## config.mk

```make
export PLATFORM = sky130hd
export DESIGN_NAME = stepper_motor_step_controller
export DESIGN_NICKNAME = d
export VERILOG_FILES = /design/src/design/smsc_pkg.sv /design/src/design/smsc_core.sv /design/src/design/stepper_motor_step_controller.sv
export SDC_FILE = /design/constraint.sdc
export NUM_CORES = 1
export LEC_CHECK = 0
export ABC_CLOCK_PERIOD_IN_PS = 8450
export BUFFER_PORTS_ARGS = -buffer_cell sky130_fd_sc_hd__buf_2
export CORE_MARGIN = 5
export CORE_UTILIZATION = 65
export CTS_BUF_LIST = sky130_fd_sc_hd__clkbuf_4
export DETAILED_ROUTE_END_ITERATION = 12
export PLACE_DENSITY = 0.86
export SYNTH_ARGS = -nofsm -noshare
export SYNTH_HDL_FRONTEND = slang
export SYNTH_HIERARCHICAL = 1
export SYNTH_SLANG_ARGS = --single-unit
```

## constraint.sdc

```tcl
create_clock -name clk -period 8.45 [get_ports clk]
set_input_delay 1.2675 -clock clk [delete_from_list [all_inputs] [get_ports clk]]
set_output_delay 1.2675 -clock clk [all_outputs]
set_load 0.02 [all_outputs]
```

## src/design/smsc_pkg.sv

```systemverilog
// Shared types, register indexes and the coil sequence of the stepper sequencer.
`default_nettype none

package smsc_pkg;

  // Configuration register indexes
  localparam logic [2:0] REG_PERIOD_NONE   = 3'd0;
  localparam logic [2:0] REG_PERIOD_FIRST  = 3'd1;
  localparam logic [2:0] REG_PERIOD_SECOND = 3'd2;
  localparam logic [2:0] REG_PERIOD_BOTH   = 3'd3;
  localparam logic [2:0] REG_SAMPLE_PERIOD = 3'd4;

  // Register reset values
  localparam logic [15:0] RST_PERIOD_NONE   = 16'd10;
  localparam logic [15:0] RST_PERIOD_FIRST  = 16'd20;
  localparam logic [15:0] RST_PERIOD_SECOND = 16'd15;
  localparam logic [15:0] RST_PERIOD_BOTH   = 16'd12;
  localparam logic [15:0] RST_SAMPLE_PERIOD = 16'd100;

  // One result word, last field in the lowest bits
  typedef struct packed {
    logic       sampled;
    logic       stepped;
    logic [3:0] coil_pattern;
  } smsc_result_t;

  // Coil drive bits for each of the eight sequence positions
  function automatic logic [3:0] coil_lookup(input logic [2:0] pos);
    logic [3:0] coil;
    case (pos)
      3'd0:    coil = 4'hA;
      3'd1:    coil = 4'h8;
      3'd2:    coil = 4'h9;
      3'd3:    coil = 4'h1;
      3'd4:    coil = 4'h5;
      3'd5:    coil = 4'h4;
      3'd6:    coil = 4'h6;
      default: coil = 4'h2;
    endcase
    return coil;
  endfunction

endpackage

`default_nettype wire

```

## src/design/smsc_core.sv

```systemverilog
// Countdowns, button decode and sequence position of the stepper sequencer.
`default_nettype none

module smsc_core
  import smsc_pkg::*;
(
  input  wire logic         clk,
  input  wire logic         rst_n,
  input  wire logic         tick_en,
  input  wire logic         first_button,
  input  wire logic         second_button,
  input  wire logic         cfg_wr_en,
  input  wire logic [2:0]   cfg_index,
  input  wire logic [15:0]  cfg_data,
  output smsc_result_t      result
);

  logic [15:0] period_r [0:3];
  logic [15:0] sample_period_r;

  logic [15:0] sample_cnt_r, sample_cnt_nxt;
  logic [15:0] step_cnt_r,   step_cnt_nxt;
  logic [15:0] step_reload_r, step_reload_nxt;
  logic [2:0]  position_r,   position_nxt;
  logic        ccw_r,        ccw_nxt;
  logic        full_r,       full_nxt;

  logic        sample_due;
  logic        step_due;
  logic [1:0]  btn_sel;
  logic [2:0]  delta;
  logic [15:0] sample_reloaded;
  logic [15:0] step_reloaded;

  // Write configuration registers; unknown indexes are dropped
  always_ff @(posedge clk) begin
    if (!rst_n) begin
      period_r[0]     <= RST_PERIOD_NONE;
      period_r[1]     <= RST_PERIOD_FIRST;
      period_r[2]     <= RST_PERIOD_SECOND;
      period_r[3]     <= RST_PERIOD_BOTH;
      sample_period_r <= RST_SAMPLE_PERIOD;
    end else if (cfg_wr_en) begin
      unique case (cfg_index)
        REG_PERIOD_NONE:   period_r[0]     <= cfg_data;
        REG_PERIOD_FIRST:  period_r[1]     <= cfg_data;
        REG_PERIOD_SECOND: period_r[2]     <= cfg_data;
        REG_PERIOD_BOTH:   period_r[3]     <= cfg_data;
        REG_SAMPLE_PERIOD: sample_period_r <= cfg_data;
        default: ;
      endcase
    end
  end

  // Sample buttons first, then step with the freshly decoded settings
  always_comb begin
    btn_sel    = {second_button, first_button};
    sample_due = (sample_cnt_r == 16'd0);
    step_due   = (step_cnt_r == 16'd0);

    ccw_nxt         = sample_due ? second_button    : ccw_r;
    full_nxt        = sample_due ? first_button     : full_r;
    step_reload_nxt = sample_due ? period_r[btn_sel] : step_reload_r;
    sample_reloaded = sample_due ? sample_period_r  : sample_cnt_r;

    delta = full_nxt ? 3'd2 : 3'd1;
    if (!step_due) begin
      position_nxt = position_r;
    end else if (ccw_nxt) begin
      position_nxt = position_r - delta;
    end else begin
      position_nxt = position_r + delta;
    end
    step_reloaded = step_due ? step_reload_nxt : step_cnt_r;

    // Both countdowns reload from their period at zero
    sample_cnt_nxt = sample_reloaded - 16'd1;
    step_cnt_nxt   = step_reloaded - 16'd1;

    result.coil_pattern = coil_lookup(position_nxt);
    result.stepped      = step_due;
    result.sampled      = sample_due;
  end

  // Advance state once per accepted tick
  always_ff @(posedge clk) begin
    if (!rst_n) begin
      sample_cnt_r  <= RST_SAMPLE_PERIOD;
      step_cnt_r    <= RST_PERIOD_NONE;
      step_reload_r <= RST_PERIOD_NONE;
      position_r    <= 3'd0;
      ccw_r         <= 1'b0;
      full_r        <= 1'b0;
    end else if (tick_en) begin
      sample_cnt_r  <= sample_cnt_nxt;
      step_cnt_r    <= step_cnt_nxt;
      step_reload_r <= step_reload_nxt;
      position_r    <= position_nxt;
      ccw_r         <= ccw_nxt;
      full_r        <= full_nxt;
    end
  end

endmodule

`default_nettype wire

```

## src/design/stepper_motor_step_controller.sv

```systemverilog
// Top level of the unipolar stepper half/full step sequencer.
//
//   channel | direction | payload
//   --------+-----------+-------------------------------------------------
//   in_     | slave     | tick word: button levels
//   out_    | master    | result word: coil pattern, stepped, sampled
//   cfg_    | write     | five 16-bit periods, index 0..4
//
// One tick word is taken every cycle while in_tready is high; its result is registered.
// The state update is one pass of countdown compare, mux and 3-bit add.
// An output register plus a one-word skid register hold results while
// out_tready is low, so in_tready drops only once both are full.
// rst_n is synchronous; it restores register defaults and clears both stages.
`default_nettype none

module stepper_motor_step_controller
  import smsc_pkg::*;
(
  input  wire logic        clk,
  input  wire logic        rst_n,
  // in_tdata: [0] first_button, [1] second_button, [7:2] zero
  input  wire logic        in_tvalid,
  output logic             in_tready,
  input  wire logic [7:0]  in_tdata,
  // out_tdata: [3:0] coil_pattern, [4] stepped, [5] sampled, [7:6] zero
  output logic             out_tvalid,
  input  wire logic        out_tready,
  output logic [7:0]       out_tdata,
  input  wire logic        cfg_wr_en,
  input  wire logic [2:0]  cfg_index,
  input  wire logic [15:0] cfg_data
);

  logic         in_fire;
  logic         out_pop;
  smsc_result_t result;

  logic         out_valid_r;
  smsc_result_t out_data_r;
  logic         skid_valid_r;
  smsc_result_t skid_data_r;

  assign in_tready = !skid_valid_r;
  assign in_fire   = in_tvalid && in_tready;
  assign out_pop   = out_valid_r && out_tready;

  smsc_core u_core (
    .clk           (clk),
    .rst_n         (rst_n),
    .tick_en       (in_fire),
    .first_button  (in_tdata[0]),
    .second_button (in_tdata[1]),
    .cfg_wr_en     (cfg_wr_en),
    .cfg_index     (cfg_index),
    .cfg_data      (cfg_data),
    .result        (result)
  );

  // Output stage with skid: drain skid first, park new word when stalled
  always_ff @(posedge clk) begin
    if (!rst_n) begin
      out_valid_r  <= 1'b0;
      skid_valid_r <= 1'b0;
    end else begin
      if (out_pop) begin
        if (skid_valid_r) begin
          out_data_r   <= skid_data_r;
          skid_valid_r <= 1'b0;
        end else if (in_fire) begin
          out_data_r <= result;
        end else begin
          out_valid_r <= 1'b0;
        end
      end else if (in_fire) begin
        if (!out_valid_r) begin
          out_data_r  <= result;
          out_valid_r <= 1'b1;
        end else begin
          skid_data_r  <= result;
          skid_valid_r <= 1'b1;
        end
      end
    end
  end

  assign out_tvalid = out_valid_r;
  assign out_tdata  = {2'b00, out_data_r};

endmodule

`default_nettype wire
```

==> impl_metrics.ini, run 1 <==
[floorplan]
dieArea_sq_mm = 0.0137
die_w_um = 117
core_sq_mm = 0.0114
ios = 42
start_util = 0.658
die_y_um = 117
row_count = 39

[worst_hold_path]
holdCritPathClass = register to register

[setup_path]
reg2reg_slack_ns = 2.92
path_max_fanout = 31
max_stage_delay_ns = 0.90
cp_top_family = simple AND/OR/NAND/NOR gates
cp-end-kind = register
worstPathBufferInverterCount = 2
crit_path_cell_trace = nor3_1 > and4_1 > nand2_1 > inv_1 > mux2i_1 > a21bo_2 > fa_1 > inv_1 > a21oi_1 > o21ai_0 > xor2_1 > mux2_2 > a21oi_1 > mux2_2
critical_path_arrival_ns = 5.95
worst_setup_path_start_kind = register
crit_required_ns = 8.87
slowest_stage = inv_1
path_class = register to register

[power_and_ir_drop]
power.share.clock = 0.357
p_total_w = 0.00146
internal_power_w = 0.00110
powerDensity_mw_per_mm2 = 182
pwr-share-comb = 0.096
vdd_ir_drop_max_v = 0.000159
sw_frac_of_total = 0.246
power.share.sequential = 0.547
leakage_nw = 2.88
power_switching_w = 0.000359

[timing]
maxSlewHeadroom = 0.273
setup_viol = 0
finClkSkew_ns = 0.00897
rsz0062_at_grt = false
worstMarginPinSlew_ns = 1.09
finalHoldViolCount = 0
setup_ws_ns = 2.92
report.final.slew_viol_count = 0
fin_setup_tns_ns = 0
fmax_ghz = 0.181
hold_slack_ns = 0.460
finalCritPeriodShare = 0.655
layout_min_cycle_time_ns = 5.53

[clock_network]
cts_made_buffers = 17
cts_max_path_buffers = 2
postCtsSetupRepairBufs = 0
cts_sinks = 147
cts_tree = done
cts_max_level = 4
cts_resized = 0
cts_hold_buf = 0
path_clk_slew_ns = 0.12
clock_latency_ns = 0.54
cts-root-buf = clkbuf_4

[global_routing]
first_global_vias = 5714
gr-max-usage-layer = met2
grtUsageMet2 = 0.455
overflow = 0
grt_pass1_wl_um = 28500
use_met1 = 0.346
grt_use_total = 0.268
grt_antenna_before_repair = 0
met3_usage = 0.0499
grt_max_degree = 86

[routing]
first_pass_iters = 5
drt_iter0_drc = 515
final_antenna_net_count = 0
vias = 5889
routed_wl_um = 17300
wl_per_cell_um = 18.9
drc = 0
vias_per_cell = 6.42

[logic_synthesis]
syn_inst = 750
synth_cell_type_count = 64
ys_warn_count = 6
synth_common_cells = nand2_1 (121), edfxtp_1 (76), dfxtp_1 (71), and2_1 (59), nor2_1 (44)
synth-edff-count = 76
synth_area_leader_cell = edfxtp_1
yosysSeqAreaShare = 0.495
synthTopCellsByArea = edfxtp_1 (31%), dfxtp_1 (19%), nand2_1 (6.1%)
avgSynthCellArea_sq_um = 9.97
synthArstFlopShare = 0
ys_ff_latch = 147
synth_top_flop_cell = edfxtp_1
synth.cell_area_sq_mm = 0.00748
synth_most_common_cell = nand2_1
synth_top_area_share = 0.305

[run]
maxCapViolations = 0

[placement]
hpwl_um = 11600
gp_congestion = 0.842
dp.cells = 885
dp_slack_ns = 3.12
port_buffers = 33

[cells_and_area]
drive_above_1_share = 0.146
fin_cells = 917
multi_input_area_sq_mm = 0.00356
finalNetCount = 797
fillers = 830
area_growth_pct = 7.30
num_antenna_cells = 0
regArea_sq_mm = 0.00370

[run_status]
status = completed
[cell families (layout without fill, tap and decap cells)]
group | count (synthesis) | count (layout) | synth area share
multiplexers | 45 | 45 | 0.0914
buffers and inverters | 58 | 81 | 0.0350
adder cells (fa/ha/maj) | 4 | 4 | 0.00770
XOR/XNOR | 5 | 5 | 0.00586
AO/OA/AOI/OAI | 153 | 153 | 0.133
other | 1 | 2 | 0.000502
AND/OR/NAND/NOR | 337 | 337 | 0.232
flip-flops | 147 | 147 | 0.495
[power by group through the flow]
stage	clock, W	combinational (W)	sequential (W)
floorplan	0	0.0000933	0.000810
global placement	0	0.000131	0.000809
detailed placement	0	0.000137	0.000813
CTS	0.000526	0.000138	0.000797
global route	0.000556	0.000151	0.000800
finish	0.000520	0.000140	0.000797
[final timing paths]
path                                             start                                end  cells after the start
setup / recovery  u_core/sample_cnt_r[12]$_SDFFE_PN0P_             out_tdata[1]$_DFFE_PP_                     14
hold / removal       u_core/step_cnt_r[6]$_SDFFE_PN0P_  u_core/step_cnt_r[6]$_SDFFE_PN0P_                      2
setup reg to reg  u_core/sample_cnt_r[12]$_SDFFE_PN0P_             out_tdata[1]$_DFFE_PP_                     14
hold reg to reg      u_core/step_cnt_r[6]$_SDFFE_PN0P_  u_core/step_cnt_r[6]$_SDFFE_PN0P_                      2
[cells in the final DEF (no fill, tap or decap), types with 5 or more instances in the layout]
| cell type | synthesis | final |
|---|---|---|
| nand2_1 | 121 | 121 |
| edfxtp_1 | 76 | 76 |
| dfxtp_1 | 71 | 71 |
| and2_1 | 59 | 59 |
| nor2_1 | 44 | 44 |
| o21ai_0 | 40 | 38 |
| a21oi_1 | 35 | 35 |
| buf_2 | 8 | 33 |
| a21boi_0 | 30 | 30 |
| nand3_1 | 25 | 25 |
| clkbuf_4 | 0 | 18 |
| nor3_1 | 17 | 17 |
| or3_1 | 16 | 16 |
| mux2i_1 | 15 | 15 |
| mux2_2 | 14 | 14 |
| inv_1 | 13 | 13 |
| mux4_2 | 12 | 12 |
| nor2b_1 | 12 | 11 |
| and3_1 | 7 | 7 |
| o211a_1 | 6 | 6 |
| bufinv_16 | 0 | 5 |
| nand4_1 | 5 | 5 |
| a211oi_1 | 5 | 5 |
| o211ai_1 | 5 | 5 |
| a22oi_1 | 5 | 5 |
| a31oi_1 | 5 | 5 |
[state kept, by name, indices dropped and copies added (netlist names), 3 cells and up]
register and count:
u_core/sample_period_r 16, skid_data_r 6, u_core/step_cnt_r 16, out_tdata 6, u_core/step_reload_r 16, u_core/sample_cnt_r 16
u_core/period_r 64, u_core/position_r 3
[worst register-to-register path, stage by stage, from the launching register on]
cell and delay, ns:
dfxtp_1 0.38, nor3_1 0.37, and4_1 0.68, nand2_1 0.48, inv_1 0.90, mux2i_1 0.37
a21bo_2 0.27, fa_1 0.40, inv_1 0.09, a21oi_1 0.05, o21ai_0 0.26, xor2_1 0.39
mux2_2 0.39, a21oi_1 0.20, mux2_2 0.19
[cell type report]
type / count / share of cell area
Timing Repair Buffer: 36 / 0.0234
Clock inverter: 14 / 0.0262
Inverter: 13 / 0.00608
Clock buffer: 18 / 0.0168
Tap cell: 143 / 0.0223
Sequential cell: 147 / 0.462
Multi-Input combinational cell: 546 / 0.443
[per-stage QoR]
stage	utilization	area, sq um
6_report	0.706	8020
5_1_grt	0.706	8020
3_3_place_gp	0.675	7680
3_5_place_dp	0.675	7680
4_1_cts	0.706	8020
2_1_floorplan	-	7480
[layer usage]
layer  part of all wire  vias to the layer above
met1               0.41                     2889
met3              0.069                       38
met2               0.51                      232
li1                   -                     2730
met5                  0                        -
met4              0.018                        0
No activity file was read; power rests on OpenSTA's default activity.
==> run 2, diff against run 1 <==
--- a/config.mk
+++ b/config.mk
@@ -5,13 +5,14 @@
 export SDC_FILE = /design/constraint.sdc
 export NUM_CORES = 1
 export LEC_CHECK = 0
-export ABC_CLOCK_PERIOD_IN_PS = 8450
+export ABC_AREA = 1
+export ABC_CLOCK_PERIOD_IN_PS = 5400
 export BUFFER_PORTS_ARGS = -buffer_cell sky130_fd_sc_hd__buf_2
 export CORE_MARGIN = 5
-export CORE_UTILIZATION = 65
+export CORE_UTILIZATION = 64
 export CTS_BUF_LIST = sky130_fd_sc_hd__clkbuf_4
 export DETAILED_ROUTE_END_ITERATION = 12
-export PLACE_DENSITY = 0.86
+export PLACE_DENSITY = 0.85
 export SYNTH_ARGS = -nofsm -noshare
 export SYNTH_HDL_FRONTEND = slang
 export SYNTH_HIERARCHICAL = 1
==> constraint.sdc (replaced) <==
create_clock -name clk -period 5.4 [get_ports clk]
set_input_delay 0.81 -clock clk [delete_from_list [all_inputs] [get_ports clk]]
set_output_delay 0.81 -clock clk [all_outputs]
set_load 0.02 [all_outputs]
==> run 2 against run 1 <==
Die area up 5.2%; count of clock-buffer cells in the layout is 1 lower; first-iteration DRC count is 44% higher; hold slack better by 0.015 ns; clock skew grew 0.0084 ns; power up 54%.
==> impl_metrics.ini, run 2 <==
[power_and_ir_drop]
leakage_nw = 3.86
vdd_ir_drop_max_v = 0.000196
powerDensity_mw_per_mm2 = 277

[floorplan]
start_util = 0.651
die_y_um = 120
dieArea_sq_mm = 0.0145
core_sq_mm = 0.0120
die_w_um = 120
ios = 42
row_count = 40

[clock_network]
cts_tree = done
clock_latency_ns = 0.56
cts_made_buffers = 17
cts_max_level = 4
cts-root-buf = clkbuf_4
path_clk_slew_ns = 0.13
cts_sinks = 147
cts_max_path_buffers = 2
cts_resized = 0
postCtsSetupRepairBufs = 0
cts_hold_buf = 0

[setup_path]
worstPathBufferInverterCount = 3
path_class = register to register
path_max_fanout = 25
r2r_end = out_tdata[0]$_DFFE_PP_
r2r-start = u_core/sample_cnt_r[4]$_SDFFE_PN0P_
reg2reg_slack_ns = 1.78
max_stage_delay_ns = 0.49
cp-end-kind = register
rr_worst_depth = 16
crit_required_ns = 5.82
critical_path_arrival_ns = 4.04
slowest_stage = fa_1
crit_path_cell_trace = nor2_1 > nand2_1 > nor2_4 > nand2_4 > inv_4 > o21ai_0 > ha_1 > fa_1 > inv_1 > o21ai_0 > inv_1 > nor2_1 > nand2_1 > o21ai_0 > nand2_1 > o21ai_2
worst_setup_path_start_kind = register
cp_top_family = simple AND/OR/NAND/NOR gates

[placement]
hpwl_um = 11500
gp_congestion = 0.868
port_buffers = 33

[logic_synthesis]
synth_most_common_cell = nand2_1
yosysSeqAreaShare = 0.476
ys_ff_latch = 147
syn_inst = 1029
synth_area_leader_cell = edfxtp_1
synth_top_flop_cell = edfxtp_1
synth-edff-count = 76
synthArstFlopShare = 0
synthTopCellsByArea = edfxtp_1 (29%), dfxtp_1 (18%), nand2_1 (11%)
synth_cell_type_count = 42
ys_warn_count = 6
synth_top_area_share = 0.293
synth_common_cells = nand2_1 (238), inv_1 (159), nor2_1 (157), edfxtp_1 (76), dfxtp_1 (71)
avgSynthCellArea_sq_um = 7.56
synth.cell_area_sq_mm = 0.00778

[timing]
report.final.slew_viol_count = 0
maxSlewHeadroom = 0.459
setup_viol = 0
rsz0062_at_grt = false
fin_setup_tns_ns = 0
fmax_ghz = 0.277
finalCritPeriodShare = 0.670
worstMarginPinSlew_ns = 0.810
finalHoldViolCount = 0
layout_min_cycle_time_ns = 3.62
finClkSkew_ns = 0.0174

[global_routing]
grt_antenna_before_repair = 1
use_met1 = 0.310
first_global_vias = 6056
met3_usage = 0.0557
grt_use_total = 0.248
grt_max_degree = 49
grtUsageMet2 = 0.420
grt_pass1_wl_um = 28200
overflow = 0
gr-max-usage-layer = met2

[cells_and_area]
finalNetCount = 1073
area_growth_pct = 4.21
post-route-util = 0.678
largest_reg_flops = 64
layout_commonest_cell = nand2_1
fillers = 1013
drive_above_1_share = 0.117
final_cell_mix = nand2_1 (238), inv_1 (159), nor2_1 (157)
top_register = u_core/period_r

[worst_hold_path]
worstHoldStart = u_core/step_reload_r[6]$_SDFFE_PN0P_
holdCritPathClass = register to register
whs_endpoint = u_core/step_reload_r[6]$_SDFFE_PN0P_
hold_depth = 2

[routing]
vias_per_cell = 5.40
drt_iter0_drc = 740
routed_wl_um = 17200
wl_per_cell_um = 14.3
drc = 0
vias = 6473
final_antenna_net_count = 0
first_pass_iters = 7

[run_status]
status = completed

[run]
maxCapViolations = 0
[run 2: cell types whose count changed in the layout (fill, tap and decap cells not counted), sizes merged, moves of 16 or more]
cell and change:
inv +155, nand2 +134, nor2 +119, and2 -59, nand3 +51, o21ai +33
a21boi -32, a21oi +18, nor3 -17, mux4 -16, or3 -16
[run 2: where the power goes]
| part | leakage, nW | total [W] | internal, W | switching, W |
|---|---|---|---|---|
| Sequential | 1.31 | 0.00128 | 0.00125 | 0.0000325 |
| Clock | 0.128 | 0.000598 | 0.000184 | 0.000414 |
| Combinational | 2.42 | 0.000365 | 0.000115 | 0.000250 |
| Total | 3.86 | 0.00224 | 0.00155 | 0.000696 |
[run 2: how the worst max path moves through the flow]
| stage | start | endpoint | slack [ns] | cells past startpoint |
|---|---|---|---|---|
| 2_1_floorplan | in_tdata[0] | out_tdata[0]$_DFFE_PP_ | 2.42 | 15 |
| 5_1_grt | u_core/sample_cnt_r[15]$_SDFFE_PN0P_ | out_tdata[0]$_DFFE_PP_ | 1.40 | 17 |
| 6_report | u_core/sample_cnt_r[4]$_SDFFE_PN0P_ | out_tdata[0]$_DFFE_PP_ | 1.78 | 16 |
| 4_1_cts | u_core/sample_cnt_r[4]$_SDFFE_PN0P_ | out_tdata[0]$_DFFE_PP_ | 1.80 | 16 |
| 3_5_place_dp | in_tdata[0] | out_tdata[0]$_DFFE_PP_ | 1.52 | 14 |
| 3_3_place_gp | in_tdata[0] | out_tdata[0]$_DFFE_PP_ | 1.59 | 14 |
[run 2: worst reg2reg max path, delay by kind of cell, from the launching register on]
| family | cells | cell delay [ns] |
|---|---|---|
| AOI/OAI and AO/OA | 4 | 0.75 |
| adders and majority gates | 2 | 0.73 |
| buffers and inverters | 3 | 0.46 |
| DFF | 1 | 0.35 |
| and+or+nand+nor | 7 | 1.19 |
[run 2: area by class of cell]
class	instances	area, sq um	area share
multi-input combinational	668	3160	0.390
clock buffer	17	128	0.0157
tap	147	184	0.0227
timing repair buffer	37	195	0.0241
antenna	1	2.50	0.000308
inverter	166	631	0.0777
clock inverter	15	108	0.0133
sequential	147	3700	0.457
[run 2: logic make-up (layout without fill, tap and decap cells)]
group	after synthesis	count (layout)	share of synthesized area
simple gates	506	506	0.278
xor+xnor	6	6	0.00916
buf+inv	215	235	0.119
fa+ha+maj	4	4	0.00739
compound gates	150	150	0.111
flops	147	147	0.476
other cells	1	3	0.000482
[run 2: layer usage]
layer / share of wire / vias to the layer above / wire [um]
met5: 0 / - / 0
met4: 0.023 / 0 / 403
met3: 0.086 / 28 / 1480
met2: 0.48 / 259 / 8270
met1: 0.41 / 2919 / 7000
li1: - / 3267 / -
[run 2: stage by stage]
stage,hold WS [ns],worst slack [ns],cells,power (W),cell area [sq um]
floorplan,0.430,2.42,1030,0.00158,7790
global placement,0.451,1.59,1165,0.00165,7870
detailed placement,0.452,1.52,1165,0.00167,7870
CTS,0.474,1.80,1197,0.00225,8110
global route,0.506,1.40,1198,0.00236,8110
finish,0.475,1.78,1198,0.00224,8110
